**config.mk**
```make
export PLATFORM = sky130hd
export DESIGN_NAME = linked_list_with_cursor_top
export DESIGN_NICKNAME = d
export VERILOG_FILES = /design/src/rtl/llc_pkg.sv /design/src/rtl/llc_node_mem.sv /design/src/rtl/linked_list_with_cursor_top.sv
export SDC_FILE = /design/constraint.sdc
export NUM_CORES = 2
export LEC_CHECK = 0
export BUFFER_PORTS_ARGS = -buffer_cell sky130_fd_sc_hd__buf_2
export CORE_MARGIN = 1.5
export CORE_UTILIZATION = 45
export DETAILED_ROUTE_END_ITERATION = 10
export SLEW_MARGIN = 20
export SYNTH_ARGS = -nofsm -noshare
export SYNTH_HDL_FRONTEND = slang
export SYNTH_HIERARCHICAL = 1
export SYNTH_SLANG_ARGS = --single-unit
```
**constraint.sdc**
```tcl
create_clock -name clk -period 5.4 [get_ports clk]
set_clock_uncertainty 0.15 [all_clocks]
set_input_delay 1.08 -clock clk [delete_from_list [all_inputs] [get_ports clk]]
set_output_delay 1.08 -clock clk [all_outputs]
set_load 0.02 [all_outputs]
```
**src/rtl/llc_pkg.sv**
```systemverilog
// Shared types and constants for the linked list with cursor block.
// Depends on nothing; used by llc_node_mem and linked_list_with_cursor_top.
package llc_pkg;

	// Width of one stored element value.
	localparam int VALUE_W = 32;

	// Width of the command field.
	localparam int CMD_W = 4;

	// Command codes. Codes above CMD_ADVANCE behave as a query.
	typedef enum logic [CMD_W-1:0] {
		CMD_QUERY     = 4'd0,
		CMD_CLEAR     = 4'd1,
		CMD_INS_HEAD  = 4'd2,
		CMD_CUR_HEAD  = 4'd3,
		CMD_DEL_HEAD  = 4'd4,
		CMD_DEL_AFTER = 4'd5,
		CMD_INS_AFTER = 4'd6,
		CMD_SET_VALUE = 4'd7,
		CMD_ADVANCE   = 4'd8
	} cmd_t;

	// Command sequencer states.
	typedef enum logic [1:0] {
		ST_IDLE,
		ST_FETCH,
		ST_COMMIT
	} state_t;

endpackage

```
**src/rtl/llc_node_mem.sv**
```systemverilog
// Node pool storage: element values and next links, one synchronous read
// and one write port each. Depends on llc_pkg for the value width.
module llc_node_mem #(
	parameter int DEPTH = 64,
	parameter int IW    = 6,
	parameter int PW    = 7
) (
	input  logic                             clk,
	input  logic [IW-1:0]                    link_raddr,
	output logic [PW-1:0]                    link_rdata,
	input  logic                             link_we,
	input  logic [IW-1:0]                    link_waddr,
	input  logic [PW-1:0]                    link_wdata,
	input  logic [IW-1:0]                    value_raddr,
	output logic signed [llc_pkg::VALUE_W-1:0] value_rdata,
	input  logic                             value_we,
	input  logic [IW-1:0]                    value_waddr,
	input  logic signed [llc_pkg::VALUE_W-1:0] value_wdata
);

	logic [PW-1:0]                     link_mem [DEPTH];
	logic signed [llc_pkg::VALUE_W-1:0] value_mem [DEPTH];

	// Link store. A read at the address being written returns the old entry.
	always_ff @(posedge clk) begin
		link_rdata <= link_mem[link_raddr];
		if (link_we) begin
			link_mem[link_waddr] <= link_wdata;
		end
	end

	// Value store, same read-before-write behavior.
	always_ff @(posedge clk) begin
		value_rdata <= value_mem[value_raddr];
		if (value_we) begin
			value_mem[value_waddr] <= value_wdata;
		end
	end

endmodule

```
**src/rtl/linked_list_with_cursor_top.sv**
```systemverilog
// Singly linked list with a cursor, kept in a node pool memory.
// Depends on llc_pkg and llc_node_mem.
//
// Usage:
//   A command beat (cmd, value_in) is taken on a rising edge where start is
//   high and busy is low. Each command yields exactly one result beat, shown
//   for one cycle with done high: head_value/head_present, cursor_value/
//   cursor_active, element_count and pool_error, all describing the list
//   after the command. The receiver cannot stall; results must be taken.
//   After the accepting edge the sequencer passes through fetch and commit;
//   done rises as busy drops, and no new command is taken until then.
//   The steps follow the node memory port: the first link is read on the
//   accepting edge, fetch reads the second link or a value while the first
//   write-back happens, and commit sets the pointers and the last link.
//   Head and cursor values are cached in registers, so results need no
//   further memory read.
//   Reset (arst_n low) empties the list, drops the cursor and returns the
//   whole pool; node memory is not cleared and needs no sweep, since an
//   entry is only used after it has been written.
module linked_list_with_cursor_top #(
	parameter int POOL_NODES = 64,
	localparam int PW = $clog2(POOL_NODES + 1)
) (
	input  logic                              clk,
	input  logic                              arst_n,
	input  logic                              start,
	output logic                              busy,
	input  logic [llc_pkg::CMD_W-1:0]         cmd,
	input  logic signed [llc_pkg::VALUE_W-1:0] value_in,
	output logic                              done,
	output logic signed [llc_pkg::VALUE_W-1:0] head_value,
	output logic                              head_present,
	output logic signed [llc_pkg::VALUE_W-1:0] cursor_value,
	output logic                              cursor_active,
	output logic [PW-1:0]                     element_count,
	output logic                              pool_error
);

	localparam int IW = $clog2(POOL_NODES);
	localparam logic [PW-1:0] NONE = PW'(POOL_NODES);

	// A pointer names a node only when it lies below the pool size.
	function automatic logic is_node(input logic [PW-1:0] p);
		return p < NONE;
	endfunction

	// Memory index of a pointer; the none marker maps to entry zero.
	function automatic logic [IW-1:0] idx(input logic [PW-1:0] p);
		return (p < NONE) ? p[IW-1:0] : '0;
	endfunction

	llc_pkg::state_t state_q, state_d;
	llc_pkg::cmd_t   cmd_q;
	logic signed [llc_pkg::VALUE_W-1:0] val_q;
	logic [PW-1:0] link1_s2;

	logic [PW-1:0] head_q, cur_q, free_q, fresh_q, count_q;
	logic [PW-1:0] head_d, cur_d, free_d, fresh_d, count_d;
	logic signed [llc_pkg::VALUE_W-1:0] head_val_q, cur_val_q, head_val_d, cur_val_d;
	logic err_q, err_d, done_q;

	logic                              alloc_ok;
	logic [PW-1:0]                     alloc_node;
	logic                              cur_ok;

	logic [IW-1:0]                     link_raddr, link_waddr, value_raddr, value_waddr;
	logic [PW-1:0]                     link_rdata, link_wdata;
	logic                              link_we, value_we;
	logic signed [llc_pkg::VALUE_W-1:0] value_rdata, value_wdata;

	llc_node_mem #(
		.DEPTH(POOL_NODES),
		.IW   (IW),
		.PW   (PW)
	) u_mem (
		.clk        (clk),
		.link_raddr (link_raddr),
		.link_rdata (link_rdata),
		.link_we    (link_we),
		.link_waddr (link_waddr),
		.link_wdata (link_wdata),
		.value_raddr(value_raddr),
		.value_rdata(value_rdata),
		.value_we   (value_we),
		.value_waddr(value_waddr),
		.value_wdata(value_wdata)
	);

	// Node allocation: freed nodes first, then never-used ones.
	assign alloc_ok   = is_node(free_q) || (fresh_q < NONE);
	assign alloc_node = is_node(free_q) ? free_q : fresh_q;
	assign cur_ok     = is_node(cur_q);

	// Next state of the command sequencer.
	always_comb begin
		state_d = state_q;
		unique case (state_q)
			llc_pkg::ST_IDLE: begin
				if (start) begin
					state_d = llc_pkg::ST_FETCH;
				end
			end
			llc_pkg::ST_FETCH:  state_d = llc_pkg::ST_COMMIT;
			llc_pkg::ST_COMMIT: state_d = llc_pkg::ST_IDLE;
			default:            state_d = llc_pkg::ST_IDLE;
		endcase
	end

	// Sequencer outputs.
	always_comb begin
		unique case (state_q)
			llc_pkg::ST_IDLE: busy = 1'b0;
			default:          busy = 1'b1;
		endcase
	end

	// Memory accesses: first link read on accept, second read and the
	// first write-back in the fetch cycle, last link write at commit.
	always_comb begin
		link_raddr  = idx(cur_q);
		link_we     = 1'b0;
		link_waddr  = idx(alloc_node);
		link_wdata  = free_q;
		value_raddr = idx(link_rdata);
		value_we    = 1'b0;
		value_waddr = idx(alloc_node);
		value_wdata = val_q;
		case (state_q)
			llc_pkg::ST_IDLE: begin
				if (cmd == llc_pkg::CMD_INS_HEAD) begin
					link_raddr = idx(free_q);
				end else if (cmd == llc_pkg::CMD_DEL_HEAD) begin
					link_raddr = idx(head_q);
				end
			end
			llc_pkg::ST_FETCH: begin
				case (cmd_q)
					llc_pkg::CMD_INS_HEAD: begin
						if (alloc_ok) begin
							link_we    = 1'b1;
							link_wdata = head_q;
							value_we   = 1'b1;
						end
					end
					llc_pkg::CMD_DEL_HEAD: begin
						if (is_node(head_q)) begin
							link_we    = 1'b1;
							link_waddr = idx(head_q);
						end
					end
					llc_pkg::CMD_DEL_AFTER: begin
						link_raddr = idx(link_rdata);
						if (cur_ok && is_node(link_rdata)) begin
							link_we    = 1'b1;
							link_waddr = idx(link_rdata);
						end
					end
					llc_pkg::CMD_INS_AFTER: begin
						link_raddr = idx(free_q);
						if (cur_ok && alloc_ok) begin
							link_we    = 1'b1;
							link_wdata = link_rdata;
							value_we   = 1'b1;
						end
					end
					llc_pkg::CMD_SET_VALUE: begin
						if (cur_ok) begin
							value_we    = 1'b1;
							value_waddr = idx(cur_q);
						end
					end
					default: begin
					end
				endcase
			end
			llc_pkg::ST_COMMIT: begin
				if (cmd_q == llc_pkg::CMD_DEL_AFTER && cur_ok && is_node(link1_s2)) begin
					link_we    = 1'b1;
					link_waddr = idx(cur_q);
					link_wdata = link_rdata;
				end else if (cmd_q == llc_pkg::CMD_INS_AFTER && cur_ok && alloc_ok) begin
					link_we    = 1'b1;
					link_waddr = idx(cur_q);
					link_wdata = alloc_node;
				end
			end
			default: begin
			end
		endcase
	end

	// List state update at commit. The first link read is held in link1_s2,
	// the second link read and the value read are on the memory outputs.
	always_comb begin
		head_d     = head_q;
		cur_d      = cur_q;
		free_d     = free_q;
		fresh_d    = fresh_q;
		count_d    = count_q;
		head_val_d = head_val_q;
		cur_val_d  = cur_val_q;
		err_d      = err_q;
		if (state_q == llc_pkg::ST_COMMIT) begin
			err_d = 1'b0;
			case (cmd_q)
				llc_pkg::CMD_CLEAR: begin
					head_d  = NONE;
					cur_d   = NONE;
					free_d  = NONE;
					fresh_d = '0;
					count_d = '0;
				end
				llc_pkg::CMD_INS_HEAD: begin
					if (alloc_ok) begin
						if (is_node(free_q)) begin
							free_d = is_node(link1_s2) ? link1_s2 : NONE;
						end else begin
							fresh_d = fresh_q + PW'(1);
						end
						head_d     = alloc_node;
						head_val_d = val_q;
						count_d    = count_q + PW'(1);
					end else begin
						err_d = 1'b1;
					end
				end
				llc_pkg::CMD_CUR_HEAD: begin
					cur_d     = head_q;
					cur_val_d = head_val_q;
				end
				llc_pkg::CMD_DEL_HEAD: begin
					if (is_node(head_q)) begin
						if (cur_q == head_q) begin
							cur_d = NONE;
						end
						head_d     = is_node(link1_s2) ? link1_s2 : NONE;
						head_val_d = value_rdata;
						free_d     = head_q;
						if (count_q != '0) begin
							count_d = count_q - PW'(1);
						end
					end
				end
				llc_pkg::CMD_DEL_AFTER: begin
					if (cur_ok && is_node(link1_s2)) begin
						free_d = link1_s2;
						if (count_q != '0) begin
							count_d = count_q - PW'(1);
						end
					end
				end
				llc_pkg::CMD_INS_AFTER: begin
					if (cur_ok) begin
						if (alloc_ok) begin
							if (is_node(free_q)) begin
								free_d = is_node(link_rdata) ? link_rdata : NONE;
							end else begin
								fresh_d = fresh_q + PW'(1);
							end
							count_d = count_q + PW'(1);
						end else begin
							err_d = 1'b1;
						end
					end
				end
				llc_pkg::CMD_SET_VALUE: begin
					if (cur_ok) begin
						cur_val_d = val_q;
						if (head_q == cur_q) begin
							head_val_d = val_q;
						end
					end
				end
				llc_pkg::CMD_ADVANCE: begin
					if (cur_ok) begin
						cur_d     = is_node(link1_s2) ? link1_s2 : NONE;
						cur_val_d = value_rdata;
					end
				end
				default: begin
				end
			endcase
		end
	end

	// Control registers.
	always_ff @(posedge clk or negedge arst_n) begin
		if (!arst_n) begin
			state_q <= llc_pkg::ST_IDLE;
			done_q  <= 1'b0;
			head_q  <= NONE;
			cur_q   <= NONE;
			free_q  <= NONE;
			fresh_q <= '0;
			count_q <= '0;
		end else begin
			state_q <= state_d;
			done_q  <= (state_q == llc_pkg::ST_COMMIT);
			head_q  <= head_d;
			cur_q   <= cur_d;
			free_q  <= free_d;
			fresh_q <= fresh_d;
			count_q <= count_d;
		end
	end

	// Command beat, first link read and cached values.
	always_ff @(posedge clk) begin
		if (state_q == llc_pkg::ST_IDLE && start) begin
			cmd_q <= llc_pkg::cmd_t'(cmd);
			val_q <= value_in;
		end
		if (state_q == llc_pkg::ST_FETCH) begin
			link1_s2 <= link_rdata;
		end
		head_val_q <= head_val_d;
		cur_val_q  <= cur_val_d;
		err_q      <= err_d;
	end

	// Result beat.
	assign done          = done_q;
	assign head_present  = is_node(head_q);
	assign head_value    = head_present ? head_val_q : '0;
	assign cursor_active = cur_ok;
	assign cursor_value  = cursor_active ? cur_val_q : '0;
	assign element_count = count_q;
	assign pool_error    = err_q;

`ifndef ASSERT_OFF
	// Every accepted command produces its result beat.
	a_result_timing: assert property (@(posedge clk) disable iff (!arst_n)
		(start && !busy) |-> ##3 done)
		else $error("result beat missing after accepted command");

	// A result is only shown once the sequencer is back to idle.
	a_done_idle: assert property (@(posedge clk) disable iff (!arst_n)
		done |-> !busy)
		else $error("result shown while a command is in progress");

	// The count never exceeds the pool.
	a_count_range: assert property (@(posedge clk) disable iff (!arst_n)
		element_count <= NONE)
		else $error("element count above pool size");

	// The list is empty exactly when the count is zero.
	a_count_head: assert property (@(posedge clk) disable iff (!arst_n)
		(element_count == '0) == !head_present)
		else $error("element count disagrees with head pointer");

	// An active cursor needs a non-empty list.
	a_cursor_list: assert property (@(posedge clk) disable iff (!arst_n)
		cursor_active |-> head_present)
		else $error("cursor active on an empty list");
`endif

endmodule

```
==> metrics.txt <==
outcome complete, no violations; hpwl dp 165000 um; Avg WL per Cell approximately 32 um; launch point of the worst path cmd_q[3]; ys async rst share around 1.4%; worst-skew pair later-pin latency around 900 ps; Least-Margin Pin Slew approximately 1100 ps; number of DRC markers in iteration 0 approximately 6700; Cell variety after synth 87; Die Area approximately 0.23 mm^2; Achievable Freq about 210 MHz; largest net degree at the start of global routing about 110; vias about 54000; Synth Flop Type edfxtp_1; P_int slightly above 40 mW; pre-CTS setup slack between 700 and 800 ps; vias per cell 6.20; most frequent cells in the layout 2604 x edfxtp_1, 608 x mux4_2, 291 x clkbuf_16; Post-synth EDFFs 2604; average cell area after synthesis ~21 um^2; Cell Area, Placed 0.110 mm^2; number of port buffers 114; WL final roughly 280000 um; clk slew on worst S/H paths around 70 ps; slowest stage delay, CP around 840 ps; Die H between 400 and 500 um; fin. max-slew vios 0; antenna-violating nets left 0; Final nets around 5500; Synth Warn # 6; FF+latch count, synth 2681; Clock Sinks around 2700; setup violators final 0; RSZ-0062 raised after global routing false; Worst R2R End u_mem/value_mem[26][4]; # hold bufs at CTS 0; synthesized instance count approximately 5000; Crit Reg-Reg Startpoint cmd_q[3]; first-pass GRT wire length around 400000 um; Clock Tree Buf Depth 4; vias in the first global route 52933; ratio of cells with drive above 1 in the final layout between 20% and 30%; Top-Level Pins between 100 and 150; GRT Overall Usage a little under a quarter; Worst Setup End Kind flip-flop; Switching Power roughly 18 mW; Core ar. approximately 0.23 mm^2; Area growth syn-to-layout 14.2%; GPL Wtd Cong between 0.8 and 0.9; Max-slew headroom 24.3%; Worst Setup Start Kind flip-flop; CP most frequent cell buf_4; R2R setup slack between 600 and 700 ps; initial antenna violation count 21; die width roughly 480 um; Reg2Reg Depth 8; endpoints failing hold 0; worst vdd ir about 0.41 mV; Mapped Area between 0.1 and 0.15 mm^2; Seq pwr share a little over two fifths; # rows between 150 and 200; Congestion Overflow GR 0; Post-Syn Nets 5091; worst-path fanout max 17; Critical Path AT 5190 ps; Req. time, crit path between 5000 and 6000 ps; pwr dens ~490 mW/mm^2; max cap viols 0; DRC violations left 0; commonest non-fill, non-tap cell in the layout edfxtp_1; Tmin final between 4000 and 5000 ps; cell chain of the critical path nand2b_1, nor4_2, buf_4, o31ai_1, nor2b_1, nand2_1, nor2_4, buf_4; leak pwr 36.9 nW; CTS tree done; Pre-antenna DRT Iters 5; Setup WS post-layout between 600 and 700 ps; hold crit path type primary input to asynchronous set/reset pin; sequential fraction of the synthesis area between 70 and 80%; Post-CTS Resized 0; Worst Setup EP u_mem/value_mem[26][4]; Clock power frac approximately a third; Setup TNS Final 0 ps; total CTS buffers around 280; starting density of the core a little under half; CP max stage cell o31ai_1; number of setup buffers added after CTS 0; CTS root buf clkbuf_16; period utilization 87.4%; combinational share of power about a quarter; Sw Share 30.3%; Max H-tree Level 5; final instance area between 0.1 and 0.15 mm^2; Crit Path Class flip-flop to flip-flop
[per-stage QoR]
stage                     hold WS [ps]  cells  utilization (%)  power, mW
after floorplan                    256   5046                -       33.6
after global placement             359   8158             47.9       39.9
after detailed placement           369   8159             47.9       40.0
after global routing               131   8646             51.7       59.7
after CTS                          111   8644             51.7       58.3
final                              161   8648             51.7       58.0
[kinds of logic after synthesis]
kind of cell             after synthesis  synth area share [%]
AO/OA/AOI/OAI                        567                  3.85
XOR/XNOR                               9                0.0757
adder cells (fa/ha/maj)                6                0.0721
buffers and inverters                320                  1.47
flip-flops                          2681                  76.7
multiplexers                         728                  14.4
AND/OR/NAND/NOR                      735                  3.43
[area by class of cell]
type / instances / area, um^2
clock buffer: 364 / 7590
sequential: 2681 / 79900
tap: 3026 / 3790
fill: 17944 / 111000
timing repair buffer: 382 / 3020
clock inverter: 121 / 1030
multi-input combinational: 2045 / 23500
antenna: 2 / 5.00
inverter: 27 / 101
[critical path: cells and delay by family, from the launching register on]
kind            cells  cell delay (ps)
compound gates      1              840
flops               1              780
buf+inv             2              520
simple gates        5             2100
[per-layer routing]
layer,part of all wire [%],GRT usage [%],vias to the layer above
met2,48,37.0,2497
met5,0.0093,0,-
met3,8.2,4.00,444
met1,41,34.0,28834
met4,3.1,7.37,4
li1,-,-,21833
[cell usage after synthesis (28+ instances only)]
cell      instances  area [um^2]
o21ai_0          71          355
mux2i_1          72          721
a211oi_1         28          210
buf_2            77          385
edfxtp_1       2604        78200
mux2_2           48          541
buf_4            47          353
a22oi_1          64          480
nor2b_1         111          694
o22ai_1         164         1030
nand2_1         245          920
a21oi_1          32          160
nor4_1           29          181
dfrtp_1          35          876
o221ai_1         34          298
dfxtp_1          39          781
nor2_1          185          694
mux4_2          608        13700
nand3_1          38          190
clkbuf_1        144          541
nand2b_1         32          200
[power groups by stage]
stage          Clock, mW  Combinational, mW  Sequential [mW]
3_5_place_dp           0               14.7             25.2
6_report            18.4               14.7             24.8
5_1_grt             19.5               15.4             24.8
2_1_floorplan          0               8.21             25.4
4_1_cts             18.7               14.7             24.8
3_3_place_gp           0               14.6             25.2
[worst min path at each step]
| stage | to | cells past startpoint | from | slack (ps) |
|---|---|---|---|---|
| after global routing | val_q[7] | 1 | value_in[7] | 130 |
| after floorplan | link1_s2[6] | 0 | u_mem/link_rdata[6] | 260 |
| after global placement | head_val_q[9] | 2 | u_mem/value_rdata[9] | 360 |
| after detailed placement | head_val_q[6] | 2 | u_mem/value_rdata[6] | 370 |
| final | done | 1 | arst_n | 160 |
| after CTS | val_q[16] | 1 | value_in[16] | 110 |
[registers in the layout (all words and copies together), names as in the netlist]
signal,count
u_mem/value_mem,2048
fresh_q,7
val_q,32
element_count,7
free_q,7
state_q,2
done,1
cmd_q,4
pool_error,1
cur_val_q,32
link1_s2,7
u_mem/link_rdata,7
u_mem/link_mem,448
head_val_q,32
cur_q,7
head_q,7
u_mem/value_rdata,32
No activity file was read; power rests on OpenSTA's default activity.
